===== src/rtl/core/tli_pkg.sv =====
`timescale 1ns / 1ps
// Shared types, constants and state encodings for the table interpolator.
// No dependencies; compile first.
package tli_pkg;

  localparam int TABLE_DEPTH = 256;
  localparam int AW          = $clog2(TABLE_DEPTH);
  localparam int CW          = $clog2(TABLE_DEPTH + 1);
  localparam int DW          = 32;
  localparam int SEG_W       = 9;
  localparam int PT_W        = 2 * DW;
  localparam int PROD_W      = 2 * DW;
  // quotient bits kept; anything at or above 2^QW saturates
  localparam int QW          = 35;
  localparam int HI_W        = PROD_W - QW;
  localparam int ITER_W      = $clog2(QW + 1);
  localparam int SUM_W       = QW + 1;

  localparam logic FUNC_LOAD  = 1'b0;
  localparam logic FUNC_QUERY = 1'b1;

  typedef enum logic [1:0] {
    ST_OK        = 2'd0,
    ST_RANGE     = 2'd1,
    ST_ZERO_SPAN = 2'd2,
    ST_FULL      = 2'd3
  } status_t;

  typedef struct packed {
    logic signed [DW-1:0] x;
    logic signed [DW-1:0] y;
  } point_t;

  typedef struct packed {
    point_t               lo;
    point_t               hi;
    logic signed [DW-1:0] q;
  } lerp_req_t;

  typedef enum logic [3:0] {
    S_IDLE,
    S_LOAD,
    S_SEEK,
    S_CMP,
    S_EVAL,
    S_RD_HI,
    S_RD_LO,
    S_ARITH,
    S_OUT
  } ctl_state_t;

  typedef enum logic [2:0] {
    A_IDLE,
    A_MUL,
    A_PRE,
    A_DIV,
    A_FIN
  } arith_state_t;

endpackage


===== src/rtl/core/tli_lerp.sv =====
`timescale 1ns / 1ps
// Interpolation arithmetic: 32x32 multiply, then a bit-per-cycle restoring
// divider with early saturation, then the signed add and clamp. Uses tli_pkg.
module tli_lerp (
  input  logic                          clk,
  input  logic                          rst_n,
  input  logic                          start,
  input  tli_pkg::lerp_req_t            req,
  output logic                          done,
  output logic signed [tli_pkg::DW-1:0] result
);
  import tli_pkg::*;

  arith_state_t state_r, state_nxt;

  logic [DW-1:0]         ady_r, adq_r, adx_r;
  logic                  neg_r;
  logic signed [DW-1:0]  y1_r;
  logic [PROD_W-1:0]     prod_r;
  logic [DW-1:0]         rem_r;
  logic [QW-1:0]         dvd_r;
  logic [ITER_W-1:0]     iter_r;
  logic                  sat_r;

  logic signed [DW:0]    dy, dq, dx;
  logic                  pre_sat;
  logic [DW+1:0]         trial;
  logic                  ge;
  logic                  big;
  logic signed [SUM_W-1:0] y1_ext, quo_ext, sum;
  logic                  ovf;

  function automatic logic [DW-1:0] mag(input logic signed [DW:0] v);
    logic signed [DW:0] a;
    a = v[DW] ? -v : v;
    return a[DW-1:0];
  endfunction

  assign dy = {req.hi.y[DW-1], req.hi.y} - {req.lo.y[DW-1], req.lo.y};
  assign dq = {req.q[DW-1], req.q}       - {req.lo.x[DW-1], req.lo.x};
  assign dx = {req.hi.x[DW-1], req.hi.x} - {req.lo.x[DW-1], req.lo.x};

  // quotient reaches 2^QW exactly when the top product bits reach the divisor
  assign pre_sat = {{(DW-HI_W){1'b0}}, prod_r[PROD_W-1:QW]} >= adx_r;

  // shared subtractor for every divide step
  assign trial = {1'b0, rem_r, dvd_r[QW-1]} - {2'b00, adx_r};
  assign ge    = !trial[DW+1];

  assign big     = dvd_r[QW-1] && (|dvd_r[QW-2:0]);
  assign y1_ext  = SUM_W'(y1_r);
  assign quo_ext = $signed({1'b0, dvd_r});
  assign sum     = neg_r ? (y1_ext - quo_ext) : (y1_ext + quo_ext);
  assign ovf     = !((&sum[SUM_W-1:DW-1]) || !(|sum[SUM_W-1:DW-1]));

  // next state
  always_comb begin
    state_nxt = state_r;
    unique case (state_r)
      A_IDLE: if (start) state_nxt = A_MUL;
      A_MUL:  state_nxt = A_PRE;
      A_PRE:  state_nxt = pre_sat ? A_FIN : A_DIV;
      A_DIV:  if (iter_r == ITER_W'(1)) state_nxt = A_FIN;
      A_FIN:  state_nxt = A_IDLE;
      default: state_nxt = A_IDLE;
    endcase
  end

  // outputs
  always_comb begin
    done   = (state_r == A_FIN);
    result = sum[DW-1:0];
    if (sat_r || big) begin
      result = neg_r ? {1'b1, {(DW-1){1'b0}}} : {1'b0, {(DW-1){1'b1}}};
    end else if (ovf) begin
      result = sum[SUM_W-1] ? {1'b1, {(DW-1){1'b0}}} : {1'b0, {(DW-1){1'b1}}};
    end
  end

  always_ff @(posedge clk) begin
    if (!rst_n) begin
      state_r <= A_IDLE;
    end else begin
      state_r <= state_nxt;
    end
  end

  always_ff @(posedge clk) begin
    unique case (state_r)
      A_IDLE: begin
        if (start) begin
          ady_r <= mag(dy);
          adq_r <= mag(dq);
          adx_r <= mag(dx);
          neg_r <= dy[DW] ^ dq[DW] ^ dx[DW];
          y1_r  <= req.lo.y;
        end
      end
      A_MUL: begin
        prod_r <= ady_r * adq_r;
      end
      A_PRE: begin
        sat_r  <= pre_sat;
        rem_r  <= DW'(prod_r[PROD_W-1:QW]);
        dvd_r  <= prod_r[QW-1:0];
        iter_r <= ITER_W'(QW);
      end
      A_DIV: begin
        rem_r  <= ge ? trial[DW-1:0] : {rem_r[DW-2:0], dvd_r[QW-1]};
        dvd_r  <= {dvd_r[QW-2:0], ge};
        iter_r <= iter_r - ITER_W'(1);
      end
      A_FIN: begin
        sat_r <= sat_r;
      end
      default: begin
        sat_r <= sat_r;
      end
    endcase
  end

`ifndef SYNTH
  a_start_idle: assert property (@(posedge clk) disable iff (!rst_n)
    start |-> state_r == A_IDLE)
    else $error("lerp unit started while busy");
`endif

endmodule


===== config.mk =====
export PLATFORM = sky130hd
export DESIGN_NAME = tli_lerp
export DESIGN_NICKNAME = d
export VERILOG_FILES = /design/src/rtl/core/tli_pkg.sv /design/src/rtl/core/tli_lerp.sv
export SDC_FILE = /design/constraint.sdc
export NUM_CORES = 2
export LEC_CHECK = 0
export BUFFER_PORTS_ARGS = -buffer_cell sky130_fd_sc_hd__buf_2
export CAP_MARGIN = 20
export CORE_MARGIN = 2
export CORE_UTILIZATION = 50
export DETAILED_ROUTE_END_ITERATION = 10
export PLACE_DENSITY_LB_ADDON = 0.15
export SLEW_MARGIN = 25
export SYNTH_ARGS = -nofsm -noshare
export SYNTH_HDL_FRONTEND = slang
export SYNTH_SLANG_ARGS = --single-unit

===== constraint.sdc =====
create_clock -name clk -period 8.4 [get_ports clk]
set_clock_uncertainty 0.15 [all_clocks]
set_input_delay 1.26 -clock clk [delete_from_list [all_inputs] [get_ports clk]]
set_output_delay 1.26 -clock clk [all_outputs]
set_load 0.05 [all_outputs]

# Word level (Yosys, flattened, before mapping)
# Index checks and enable logic that the tools add are counted.
# word_totals
output_inout_bits,33
input_bits,163
ff_bits,270
word_cells,60
# op_classes
multipliers,1
reduce_logical,12
magnitude_cmp,1
n_eq_ne,7
bitwise_logic,2
add_sub_neg,10
muxes,16
# op_table
operator,n
2-to-1 mux 32 bit,8
subtractor 32 x 32 -> 33 bit,3
negation 32 bit,3
case mux 35 bit (2 select lines),1
multiplier 32 x 32 -> 64 bit,1
case mux 32 bit (2 select lines),1
adder 32 x 36 -> 36 bit,1
2-to-1 mux 36 bit,1
subtractor 32 x 36 -> 36 bit,1
OR reduction 34 bit,1
subtractor 33 x 32 -> 34 bit,1
>= comparator 29 x 32 -> 1 bit,1
case mux 3 bit (4 select lines),1
case mux 6 bit (2 select lines),1
2-to-1 mux 3 bit,3
"== test 3 x 2 -> 1 bit, second input constant",2
"== test 6 x 1 -> 1 bit, second input constant",1
"subtractor 6 x 1 -> 6 bit, second input constant",1
AND reduction 5 bit,1
OR reduction 5 bit,1
"!= test 2 bit, second input constant",2
AND reduction 2 bit,2
"== test 3 x 1 -> 1 bit, second input constant",1
"== test 3 bit, second input constant",1
other kinds (6),9

# Longest topological paths before layout
# depth
ltp_word,7
ltp_mapped,29
depth_no_buf,27

# Worst setup path before layout
# OpenSTA, ideal clock, no wires.
# synth_timing
path_kind,register -> register
startpoint,register ady_r[16]
endpoint,"register prod_r[60], data pin"
stages_incl_launch_ff,28
required_time_ps,7986
arrival_time_ps,7060
path_buffers,2
setup_ps,264
synth_period_minus_slack_ps,7473
slack_ps,927
cell_sequence,edfxtp_1 clkbuf_1 and2_1 fa_1 inv_1 fa_1 fa_1 fa_1 inv_1 fa_1 inv_1 fa_1 inv_1 fa_1 fa_1 ha_1 clkbuf_1 a21o_1 a21o_1 a21o_1 o21bai_1 o31a_1 nand4_1 nand2_1 a21oi_1 o21ai_1 a221oi_1 xnor2_1
# synth_between
elab_chain_len,1
# synth_lines
item,line_no,rtl
from (decl),tli_lerp.sv:16,"logic [DW-1:0] ady_r, adq_r, adx_r;"
from (signal assigned),tli_lerp.sv:92,ady_r <= mag(dy);
multiplier 32 x 32 -> 64 bit,tli_lerp.sv:100,prod_r <= ady_r * adq_r;
to (signal assigned),tli_lerp.sv:100,
to (decl),tli_lerp.sv:19,logic [PROD_W-1:0] prod_r;
# Every way passes these cells.
# A chain may end at the register's enable or synchronous reset.

# Worst setup path in the final report
# layout_timing
startpoint,register adq_r[21]
endpoint,"register prod_r[61], data pin"
# layout_between
elab_chain_len,1
# layout_lines
item,line_no,rtl
from (decl),tli_lerp.sv:16,
from (signal assigned),tli_lerp.sv:93,adq_r <= mag(dq);
multiplier 32 x 32 -> 64 bit,tli_lerp.sv:100,
# Every way passes these cells.

==> results_dict.tcl <==
set metrics [dict create \
    status "complete, no violations" \
    synth_area_um2 55800 \
    critPathMaxFanout 14 \
    yosysWarningCount 0 \
    syn2layout_area_growth_pct 7.81 \
    min_period_ns 8.07 \
    wl_per_cell_um 19.9 \
    timing.fmax_mhz 124 \
    clk_latency_ns 0.58 \
    overflow 0 \
    final_max_slew_viol_count 0 \
    clock_sinks 270 \
    synthCells 6187 \
    ys_async_sr_fraction_pct 0 \
    grt_use_total_pct 27.9 \
    startpoint_type "flip-flop" \
    crit_top_cell "fa_1" \
    cp_slowest_cell "edfxtp_1" \
    yosys.area.top_type_share_pct 32.3 \
    cp_top_family "adder cells" \
    yosysMostFrequentCell "inv_1" \
    antenna_left 0 \
    fillers 10200 \
    h-tree-depth 2 \
    synth_edf_count 267 \
    seq_area_um2 8080 \
    tightest_slew_ns 1.07 \
    cts_buffers 36 \
    setup_violations 0 \
    routed_via_density 5.54 \
    grt_pass1_vias 44900 \
    hold_path.class "flip-flop to flip-flop" \
    die_h_um 338 \
    ys_ff_latch 270 \
    cap_violations 0 \
    firstDrtPassIters 6 \
    dpl_cell_area_um2 58900 \
    crit_buf_inv 5 \
    crit_type "flip-flop to flip-flop" \
    hold_violations 0 \
    gp_congestion 0.951 \
    vias 43200 \
    finalSetupTns_ns 0 \
    core_um2 111000 \
    synthTopCellsByArea "fa_1, edfxtp_1, ha_1" \
    final_area_um2 60100 \
    numPortBuffers 195 \
    avgSynthCellArea_um2 9.02 \
    row_count 122 \
    drive_above_1_share_pct 7.12 \
    min_period_over_period_pct 96.1 \
    slew_headroom_pct 26.8 \
    initial_core_util_pct 50.4 \
    clock_path_buffers 3 \
    routed_wl_um 155000 \
    place_ws_ns 0.0870 \
    path_clk_slew_ns 0.06 \
    synth_seq_area_share_pct 14.5 \
    drtIter0Drc 2745 \
    grt_max_degree 76 \
    synth_fp_nets 7712 \
    multiInputGateArea_um2 42800 \
    pin_count 196 \
    synthTopCellsByCount "inv_1, fa_1, nand2_1, and2_1, ha_1" \
    synth_ff_type "edfxtp_1" \
    required_ns 8.55 \
    die_area_um2 114000 \
    finalNetCount 7805 \
    cpPeakStageDelay_ns 0.69 \
    rsz0062_at_grt "false" \
    antenna_found_initial 3 \
    tritoncts "built" \
    die_x_um 338 \
    crit_arrival_ns 8.22 \
    end_kind "flip-flop" \
    worst_slack_ns 0.327 \
    cts_root_buf "clkbuf_16" \
    drc 0 \
    dp_hpwl_um 129000 \
    synth.distinct_cells 88 \
    grt_pass1_wl_um 247000 \
    yosysTopAreaCell "fa_1" \
]
==> logic make-up (layout without fill, tap and decap cells) <==
group	Yosys count	in the layout	share of synthesized area (%)
AOI/OAI and AO/OA	996	996	11.5
other	0	2	0
and+or+nand+nor	1941	1941	17.7
adders and majority gates	1362	1362	42.7
muxes	8	8	0.148
DFF	270	270	14.5
xor gates and xnor gates	295	295	4.63
buffers and inverters	1315	1435	8.88
==> stage by stage <==
step | util (%) | cells | hold slack (ns)
2_1_floorplan | - | 6187 | 0.341
3_3_place_gp | 53.2 | 7727 | 0.356
3_5_place_dp | 53.2 | 7727 | 0.357
4_1_cts | 54.3 | 7792 | 0.334
5_1_grt | 54.3 | 7795 | 0.351
6_report | 54.3 | 7797 | 0.339
==> area by class of cell <==
type	instances	area share, %
clock inverter	22	0.364
multi-input combinational	4602	71.2
timing repair buffer	340	3.91
antenna	2	0.00832
sequential	270	13.4
inverter	1030	6.43
tap	1488	3.10
clock buffer	43	1.58
==> layout by cell type (no fill, tap or decap), types with 37 or more instances in the layout <==
master | Yosys | layout
fa_1 | 901 | 901
nand3_1 | 61 | 61
nor2_1 | 187 | 186
edfxtp_1 | 267 | 267
nand2_1 | 706 | 705
ha_1 | 461 | 461
xnor2_1 | 198 | 198
xor2_1 | 97 | 97
and2_1 | 650 | 649
buf_4 | 0 | 122
nor3_1 | 59 | 59
a31oi_1 | 46 | 45
inv_1 | 1030 | 1030
a21o_1 | 177 | 177
a21oi_1 | 318 | 317
and3_1 | 44 | 44
clkbuf_16 | 0 | 37
o21ai_0 | 159 | 159
nor2b_1 | 48 | 47
buf_2 | 3 | 195
==> worst paths after layout <==
kind	slack, ns	endpoint	cells after the start	start
min	0.34	dvd_r[29]	2	prod_r[29]
min reg2reg	0.34	dvd_r[29]	2	prod_r[29]
max reg2reg	0.33	prod_r[61]	26	adq_r[21]
max	0.33	prod_r[61]	26	adq_r[21]
==> flip-flops by register name, indices dropped and copies added, names as in the netlist <==
signal,flops
state_r,3
ady_r,32
sat_r,1
y1_r,32
iter_r,6
neg_r,1
rem_r,32
dvd_r,35
prod_r,64
adq_r,32
adx_r,32
==> layer usage <==
| metal | GRT usage [%] | vias to the layer above | share of wire (%) |
|---|---|---|---|
| met5 | 0 | - | 0.0045 |
| met1 | 33.9 | 21800 | 40 |
| met3 | 2.67 | 302 | 3.8 |
| li1 | - | 20100 | - |
| met4 | 12.1 | 2 | 4.8 |
| met2 | 50.2 | 1081 | 51 |
==> what timing repair did <==
action                     CTS  global route
setup buffers                0             3
setup endpoints to repair    0            16
resized for setup            0             5
hold buffers                 0             0
==> worst register-to-register path, cell delays in order, from the launching register on <==
cell and delay, ns:
edfxtp_1 0.69, buf_4 0.31, and2_1 0.18, fa_1 0.50, inv_1 0.05, fa_1 0.49
inv_1 0.06, fa_1 0.48, fa_1 0.50, fa_1 0.64, fa_1 0.47, fa_1 0.51
inv_1 0.05, fa_1 0.47, inv_1 0.04, ha_1 0.28, a21o_1 0.18, a21o_1 0.16
a21o_1 0.18, nand2_1 0.06, o21ai_0 0.10, a41oi_2 0.30, nand3_1 0.20, a31oi_1 0.20
nor3_1 0.10, a221oi_1 0.34, xnor2_1 0.12
Power is not shown: default switching activity piles up to over one toggle a cycle in this logic, so the estimate is an artifact.
